### src/sv/cpg_pkg.sv
// ----------------------------------------------------------------------------
// cpg_pkg
// Shared types and constants for the cyclic palette gradient.
// ----------------------------------------------------------------------------
package cpg_pkg;

  localparam int FRAC_BITS = 16;
  localparam int POS_W     = FRAC_BITS + 1;
  localparam int CHAN_W    = 8;
  localparam int COLOR_W   = 3 * CHAN_W;
  localparam int NUM_STOPS = 5;
  localparam int SEG_W     = 3;
  localparam int PROD_W    = POS_W + 2;           // position times up to five
  localparam int MULT_W    = CHAN_W + POS_W;      // channel times weight
  localparam int MODE_W    = 2;
  localparam int IDX_W     = 3;

  localparam logic [POS_W-1:0] ONE  = POS_W'(1) << FRAC_BITS;
  localparam logic [POS_W-1:0] HALF = POS_W'(1) << (FRAC_BITS - 1);

  // Register indexes of the configuration port
  localparam logic [IDX_W-1:0] REG_STOP_MODE    = 3'd0;
  localparam logic [IDX_W-1:0] REG_STOP_COLOR_0 = 3'd1;
  localparam logic [IDX_W-1:0] REG_STOP_COLOR_4 = 3'd5;

  // Mode codes
  localparam logic [MODE_W-1:0] MODE_PING_PONG = 2'd0;
  localparam logic [MODE_W-1:0] MODE_THREE     = 2'd1;
  localparam logic [MODE_W-1:0] MODE_FOUR      = 2'd2;
  localparam logic [MODE_W-1:0] MODE_FIVE      = 2'd3;

  typedef logic [COLOR_W-1:0] color_t;
  typedef logic [POS_W-1:0] weight_t;
  typedef color_t [NUM_STOPS-1:0] palette_t;

  // Payload handed from the segment stage to the blend stages
  typedef struct packed {
    weight_t weight;
    color_t  color_a;
    color_t  color_b;
  } mix_req_t;

  localparam palette_t RESET_PALETTE = {
    24'h3A86FF, 24'h8338EC, 24'hFF006E, 24'hFB5607, 24'hFABE0B
  };
  localparam logic [MODE_W-1:0] RESET_MODE = MODE_FIVE;

endpackage

### src/sv/cpg_cfg.sv
// ----------------------------------------------------------------------------
// cpg_cfg
// Configuration registers: stop mode and the five palette stops.
// ----------------------------------------------------------------------------
module cpg_cfg (
  input  logic                        clk,
  input  logic                        rst,
  input  logic                        cfg_write,
  input  logic [cpg_pkg::IDX_W-1:0]   cfg_index,
  input  logic [cpg_pkg::COLOR_W-1:0] cfg_data,
  output logic [cpg_pkg::MODE_W-1:0]  stop_mode,
  output cpg_pkg::palette_t           palette
);
  import cpg_pkg::*;

  // Register writes; unknown indexes are dropped
  always_ff @(posedge clk) begin
    if (rst) begin
      stop_mode <= RESET_MODE;
      palette   <= RESET_PALETTE;
    end else if (cfg_write) begin
      if (cfg_index == REG_STOP_MODE) begin
        stop_mode <= cfg_data[MODE_W-1:0];
      end else if (cfg_index >= REG_STOP_COLOR_0 && cfg_index <= REG_STOP_COLOR_4) begin
        palette[cfg_index - REG_STOP_COLOR_0] <= cfg_data;
      end
    end
  end

endmodule

### src/sv/cpg_seg.sv
// ----------------------------------------------------------------------------
// cpg_seg
// First stage: saturates the position, finds the segment and blend weight,
// and picks the two stops to blend.
// ----------------------------------------------------------------------------
module cpg_seg (
  input  logic                       clk,
  input  logic                       rst,
  input  logic [cpg_pkg::MODE_W-1:0] stop_mode,
  input  cpg_pkg::palette_t          palette,
  input  logic                       up_valid,
  output logic                       up_ready,
  input  logic [cpg_pkg::POS_W-1:0]  position,
  output logic                       dn_valid,
  input  logic                       dn_ready,
  output cpg_pkg::mix_req_t          dn_req
);
  import cpg_pkg::*;

  logic [POS_W-1:0]  pos_sat;
  logic [POS_W-1:0]  mid_offset;
  logic [PROD_W-1:0] prod;
  logic [SEG_W-1:0]  n_stops;
  logic [SEG_W-1:0]  seg_raw;
  logic [SEG_W-1:0]  seg;
  logic [SEG_W-1:0]  seg_b;
  mix_req_t          req_next;

  // Saturate above 1.0
  assign pos_sat = (position > ONE) ? ONE : position;

  // Position times stop count, by shift and add
  always_comb begin
    case (stop_mode)
      MODE_THREE: prod = {2'b00, pos_sat} + {1'b0, pos_sat, 1'b0};
      MODE_FOUR:  prod = {pos_sat, 2'b00};
      MODE_FIVE:  prod = {2'b00, pos_sat} + {pos_sat, 2'b00};
      default:    prod = '0;
    endcase
  end

  assign n_stops    = {1'b0, stop_mode} + SEG_W'(2);
  assign seg_raw    = prod[PROD_W-1:FRAC_BITS];
  assign mid_offset = (pos_sat >= HALF) ? (pos_sat - HALF) : (HALF - pos_sat);

  // Segment, weight and stop selection
  always_comb begin
    seg   = seg_raw;
    req_next.weight = {1'b0, prod[FRAC_BITS-1:0]};
    if (seg_raw >= n_stops) begin
      seg             = n_stops - SEG_W'(1);
      req_next.weight = ONE;
    end
    seg_b = (seg == n_stops - SEG_W'(1)) ? '0 : seg + SEG_W'(1);
    req_next.color_a = palette[seg];
    req_next.color_b = palette[seg_b];
    if (stop_mode == MODE_PING_PONG) begin
      req_next.weight  = ONE - {mid_offset[POS_W-2:0], 1'b0};
      req_next.color_a = palette[0];
      req_next.color_b = palette[1];
    end
  end

  assign up_ready = !dn_valid || dn_ready;

  always_ff @(posedge clk) begin
    if (rst) begin
      dn_valid <= 1'b0;
    end else if (up_ready) begin
      dn_valid <= up_valid;
    end
    if (up_ready && up_valid) begin
      dn_req <= req_next;
    end
  end

endmodule

### src/sv/cpg_mix.sv
// ----------------------------------------------------------------------------
// cpg_mix
// Blend stages: per-channel products, then sum and truncate.
// ----------------------------------------------------------------------------
module cpg_mix (
  input  logic                       clk,
  input  logic                       rst,
  input  logic                       up_valid,
  output logic                       up_ready,
  input  cpg_pkg::mix_req_t          up_req,
  output logic                       dn_valid,
  input  logic                       dn_ready,
  output logic [cpg_pkg::CHAN_W-1:0] red,
  output logic [cpg_pkg::CHAN_W-1:0] green,
  output logic [cpg_pkg::CHAN_W-1:0] blue
);
  import cpg_pkg::*;

  logic                 prod_valid;
  logic                 prod_ready;
  logic [MULT_W-1:0]    prod_a [3];
  logic [MULT_W-1:0]    prod_b [3];
  logic [MULT_W-1:0]    prod_a_next [3];
  logic [MULT_W-1:0]    prod_b_next [3];
  logic [MULT_W-1:0]    sum [3];
  weight_t              inv_weight;

  assign inv_weight = ONE - up_req.weight;

  // One multiplier pair per channel; channel 0 is red
  always_comb begin
    for (int c = 0; c < 3; c++) begin
      prod_a_next[c] = MULT_W'(up_req.color_a[COLOR_W-1-c*CHAN_W -: CHAN_W]) *
                       MULT_W'(inv_weight);
      prod_b_next[c] = MULT_W'(up_req.color_b[COLOR_W-1-c*CHAN_W -: CHAN_W]) *
                       MULT_W'(up_req.weight);
    end
  end

  assign up_ready   = !prod_valid || prod_ready;
  assign prod_ready = !dn_valid || dn_ready;

  // Product stage
  always_ff @(posedge clk) begin
    if (rst) begin
      prod_valid <= 1'b0;
    end else if (up_ready) begin
      prod_valid <= up_valid;
    end
    if (up_ready && up_valid) begin
      prod_a <= prod_a_next;
      prod_b <= prod_b_next;
    end
  end

  always_comb begin
    for (int c = 0; c < 3; c++) begin
      sum[c] = prod_a[c] + prod_b[c];
    end
  end

  // Sum stage and output register
  always_ff @(posedge clk) begin
    if (rst) begin
      dn_valid <= 1'b0;
    end else if (prod_ready) begin
      dn_valid <= prod_valid;
    end
    if (prod_ready && prod_valid) begin
      red   <= sum[0][FRAC_BITS +: CHAN_W];
      green <= sum[1][FRAC_BITS +: CHAN_W];
      blue  <= sum[2][FRAC_BITS +: CHAN_W];
    end
  end

endmodule

### src/sv/cyclic_palette_gradient_top.sv
// ----------------------------------------------------------------------------
// cyclic_palette_gradient_top
// Maps a Q1.16 position to an RGB888 color from a cyclic multi-stop palette.
// ----------------------------------------------------------------------------
// Pipeline: three register stages (segment, product, sum); color valid comes
//   up once the accepted position has passed through all three.
// Throughput: one item per cycle; each stage holds its item under back pressure.
// Reset: synchronous, clears all stage valids and loads the default mode and
//   palette.
module cyclic_palette_gradient_top (
  input  logic                        clk,
  input  logic                        rst,
  input  logic                        cfg_write,
  input  logic [cpg_pkg::IDX_W-1:0]   cfg_index,
  input  logic [cpg_pkg::COLOR_W-1:0] cfg_data,
  input  logic                        position_valid,
  output logic                        position_ready,
  input  logic [cpg_pkg::POS_W-1:0]   position,
  output logic                        color_valid,
  input  logic                        color_ready,
  output logic [cpg_pkg::CHAN_W-1:0]  red,
  output logic [cpg_pkg::CHAN_W-1:0]  green,
  output logic [cpg_pkg::CHAN_W-1:0]  blue
);
  import cpg_pkg::*;

  logic [MODE_W-1:0] stop_mode;
  palette_t          palette;
  logic              seg_valid;
  logic              seg_ready;
  mix_req_t          seg_req;

  cpg_cfg u_cfg (
    .clk       (clk),
    .rst       (rst),
    .cfg_write (cfg_write),
    .cfg_index (cfg_index),
    .cfg_data  (cfg_data),
    .stop_mode (stop_mode),
    .palette   (palette)
  );

  cpg_seg u_seg (
    .clk       (clk),
    .rst       (rst),
    .stop_mode (stop_mode),
    .palette   (palette),
    .up_valid  (position_valid),
    .up_ready  (position_ready),
    .position  (position),
    .dn_valid  (seg_valid),
    .dn_ready  (seg_ready),
    .dn_req    (seg_req)
  );

  cpg_mix u_mix (
    .clk      (clk),
    .rst      (rst),
    .up_valid (seg_valid),
    .up_ready (seg_ready),
    .up_req   (seg_req),
    .dn_valid (color_valid),
    .dn_ready (color_ready),
    .red      (red),
    .green    (green),
    .blue     (blue)
  );

endmodule

### config.mk
export PLATFORM = sky130hd
export DESIGN_NAME = cyclic_palette_gradient_top
export DESIGN_NICKNAME = d
export VERILOG_FILES = /design/src/sv/cpg_pkg.sv /design/src/sv/cpg_cfg.sv /design/src/sv/cpg_seg.sv /design/src/sv/cpg_mix.sv /design/src/sv/cyclic_palette_gradient_top.sv
export SDC_FILE = /design/constraint.sdc
export NUM_CORES = 2
export LEC_CHECK = 0
export BUFFER_PORTS_ARGS = -buffer_cell sky130_fd_sc_hd__buf_2
export CAP_MARGIN = 20
export CORE_MARGIN = 2
export CORE_UTILIZATION = 60
export CTS_CLUSTER_DIAMETER = 30
export DETAILED_ROUTE_END_ITERATION = 10
export HOLD_SLACK_MARGIN = 0.03
export PLACE_DENSITY = 0.77
export REMOVE_ABC_BUFFERS = 1
export SLEW_MARGIN = 20
export SYNTH_ARGS = -nofsm -noshare
export SYNTH_HDL_FRONTEND = slang
export SYNTH_SLANG_ARGS = --single-unit
### constraint.sdc
create_clock -name clk -period 15.5 [get_ports clk]
set_clock_uncertainty 0.05 [all_clocks]
set_input_delay 0.775 -clock clk [delete_from_list [all_inputs] [get_ports clk]]
set_output_delay 0.775 -clock clk [all_outputs]
set_load 0.02 [all_outputs]
==> impl_metrics.yaml <==
status:
  outcome: "complete, no violations"
worst_setup_path:
  timing.rr.end: "u_mix.prod_a[23]"
  critPathBufInv: 5
  critPathLaunchType: "input port"
  critPathRequiredTime_ns: 15.82
  endpoint_kind: "register"
  startpoint: "position[16]"
  timing.critical_path.max_delay_family: "compound AO/OA/AOI/OAI gates"
  cpPeakStageDelay_ns: 0.66
  r2r-start: "u_seg.dn_req[51]"
  path_common_cell: "sky130_fd_sc_hd__ha_1"
  setup.reg_to_reg.worst_slack_ns: 8.11
  crit_cells: 27
  crit_arrival_ns: 8.67
  cpMaxStageDelayCell: "sky130_fd_sc_hd__ha_1"
  r2r.worst_path.cells: 22
  worstSetupPathType: "input port to register"
  critPathCapture: "u_seg.dn_req[7]"
  timing.critical_path.fanout_max: 28
routing:
  wl_per_cell_um: 19.1
  drt_pre_antenna_iters: 6
  ant_nets: 0
  totalWireLength_um: 109000
  first_iter_violations: 2878
  dr_total_vias: 34000
  drc: 0
  avgViaCountPerCell: 5.97
sta:
  layout_min_cycle_time_ns: 8.36
  setup_viol_count_final: 0
  worstMarginPinSlew_ns: 1.12
  setup_repair_after_global_routing_missed_its_margin: "no"
  final_min_period_over_clock_period_pct: 53.9
  final.setup.tns_ns: 0
  finalMaxSlewViolations: 0
  timing_hold_violations_final: 0
  worst_slew_margin_rel_pct: 25.1
  max_freq_ghz: 0.120
floorplanning:
  dieWidth_um: 274
  initial_utilization_pct: 60.9
  fp.dieArea_sq_um: 75000
  number_of_top_level_design_ports: 75
  die-height_um: 274
  core_footprint_sq_um: 71700
  placementRows: 98
yosys:
  synth.distinct_cells: 98
  post_synthesis_cell_area_sq_um: 43700
  synth-edff-count: 233
  synthTopCellsByArea: "sky130_fd_sc_hd__fa_1 25%, sky130_fd_sc_hd__edfxtp_1 16%, sky130_fd_sc_hd__ha_1 11%, sky130_fd_sc_hd__nand2_1 6.5%, sky130_fd_sc_hd__and2_1 5.8%"
  synth-main-ff-cell: "sky130_fd_sc_hd__edfxtp_1"
  synth.yosys.warnings: 0
  ys_seq_area_share_pct: 21.7
  synth_top_area_cell: "sky130_fd_sc_hd__fa_1"
  synth_seq_cells: 358
  synthArstFlopShare_pct: 0
  synth_top_cell_area_share_pct: 24.5
  synthesis.instances: 4689
  postSynthAreaPerCell_sq_um: 9.31
clock_tree:
  cts-root-buf: "sky130_fd_sc_hd__clkbuf_16"
  cts-resized-gates: 0
  clkLatencyLatePin_ns: 0.65
  cts_num_sinks: 358
  number_of_buffers_created_by_cts: 83
  hold_buffers: 0
  post-cts-setup-buffers: 0
  clockBufferDepth: 3
  tritoncts_clock_tree: "built"
  h_tree_level_count: 3
  worst_setup_hold_path_clk_slew_ns: 0.05
min_path:
  hp-class: "input port to register"
cells_and_area:
  final-seq-area_sq_um: 9500
  n_fill_cell: 5657
  layout.cells.most_common_list: "756 x sky130_fd_sc_hd__nand2_1, 546 x sky130_fd_sc_hd__inv_1, 535 x sky130_fd_sc_hd__fa_1"
  design.final.nets: 5629
  final-instance-count-excl-fill: 5685
  areaGrowthSynthToFinish_pct: 9.40
  post_route_cells_drive_above_1_share_pct: 9.21
  final_common_cell: "sky130_fd_sc_hd__nand2_1"
  multi_input_comb_area_sq_um: 31300
global_route:
  grt_max_degree: 126
  groute.usage.overall_pct: 30.0
  first_global_vias: 35300
  grt.overflow.total: 0
  grt_antenna_before_repair: 3
  global_route_wire_length_before_repair_um: 181000
job:
  drv_cap: 0
placement:
  port_buffers: 74
  dp.cells: 5529
  gp_routability_congestion: 0.896
  dp_hpwl_um: 76700
## cell type report
class / count / area share (%)
Tap cell: 950 / 2.49
Timing Repair Buffer: 136 / 1.76
Multi-Input combinational cell: 3537 / 65.5
Inverter: 548 / 4.30
Clock inverter: 54 / 1.34
Clock buffer: 100 / 4.72
Antenna cell: 2 / 0.0105
Sequential cell: 358 / 19.9
## state kept, by name, indices dropped and copies added (netlist names)
name	flops
u_mix.prod_a	72
u_mix.prod_b	72
u_seg.dn_valid	1
u_mix.blue	8
u_cfg.stop_mode	2
u_seg.dn_req	65
u_mix.green	8
u_mix.prod_valid	1
u_mix.red	8
u_mix.dn_valid	1
u_cfg.palette	120
## how the worst min path moves through the flow
stage	depth (start not counted)	slack, ns	from	endpoint
after floorplan	2	0.39	u_cfg.palette[72]	u_cfg.palette[72]
after global placement	2	0.41	u_cfg.palette[92]	u_cfg.palette[92]
after detailed placement	2	0.41	u_cfg.palette[90]	u_cfg.palette[90]
after CTS	2	0.33	cfg_data[2]	u_cfg.palette[98]
after global routing	3	0.37	cfg_data[2]	u_cfg.palette[50]
final	3	0.36	cfg_data[2]	u_cfg.palette[74]
## stage by stage
| stage | utilization (%) | cell area (sq um) | setup WS (ns) | hold slack [ns] |
|---|---|---|---|---|
| after global placement | 62.6 | 44900 | 6.85 | 0.407 |
| after CTS | 66.6 | 47800 | 7.28 | 0.329 |
| final | 66.6 | 47800 | 7.14 | 0.362 |
| after floorplan | - | 42700 | 3.32 | 0.389 |
| after global routing | 66.6 | 47800 | 6.68 | 0.366 |
| after detailed placement | 62.6 | 44900 | 6.63 | 0.415 |
## worst reg2reg max path: stages, from the launching register on
cell and delay, ns:
sky130_fd_sc_hd__edfxtp_1 0.37, sky130_fd_sc_hd__buf_4 0.28, sky130_fd_sc_hd__or3_1 0.44, sky130_fd_sc_hd__nor3_1 0.32, sky130_fd_sc_hd__nand2b_1 0.16, sky130_fd_sc_hd__nand2b_1 0.22
sky130_fd_sc_hd__nor4_1 0.60, sky130_fd_sc_hd__xnor2_4 0.09, sky130_fd_sc_hd__buf_4 0.28, sky130_fd_sc_hd__and2_1 0.23, sky130_fd_sc_hd__fa_1 0.53, sky130_fd_sc_hd__inv_1 0.06
sky130_fd_sc_hd__fa_1 0.55, sky130_fd_sc_hd__fa_1 0.43, sky130_fd_sc_hd__fa_1 0.49, sky130_fd_sc_hd__inv_1 0.05, sky130_fd_sc_hd__ha_1 0.21, sky130_fd_sc_hd__or3_1 0.37
sky130_fd_sc_hd__a211oi_1 0.35, sky130_fd_sc_hd__o31ai_1 0.18, sky130_fd_sc_hd__o41ai_1 0.54, sky130_fd_sc_hd__mux2i_1 0.24, sky130_fd_sc_hd__nand4_1 0.10
## routing by layer
metal,global-route usage [%],up-vias,share of wire [%]
li1,-,15500,-
met1,39.6,16900,41
met2,49.6,1363,47
met3,4.34,260,7.3
met4,12.7,0,3.9
met5,0,-,0
## cells by family after synthesis
logic type | count (synthesis) | share of synthesized area [%]
multiplexers | 91 | 2.53
adder cells (fa/ha/maj) | 917 | 35.5
AO/OA/AOI/OAI | 620 | 10.0
flip-flops | 358 | 21.7
AND/OR/NAND/NOR | 1712 | 19.3
buffers and inverters | 794 | 7.00
XOR/XNOR | 197 | 3.97
## Yosys cell counts, drive strengths merged (73+ instances only)
| master | n |
|---|---|
| nand2 | 757 |
| inv | 547 |
| fa | 535 |
| and2 | 406 |
| ha | 381 |
| edfxtp | 233 |
| clkbuf | 214 |
| a21oi | 186 |
| nor2 | 161 |
| xnor2 | 158 |
| dfxtp | 125 |
| o21ai | 99 |
| nor3 | 76 |
| mux2 | 73 |
Power is left out: the tool's default activity adds up to more than one toggle a clock period on the data nets, which glitch-free logic cannot reach.
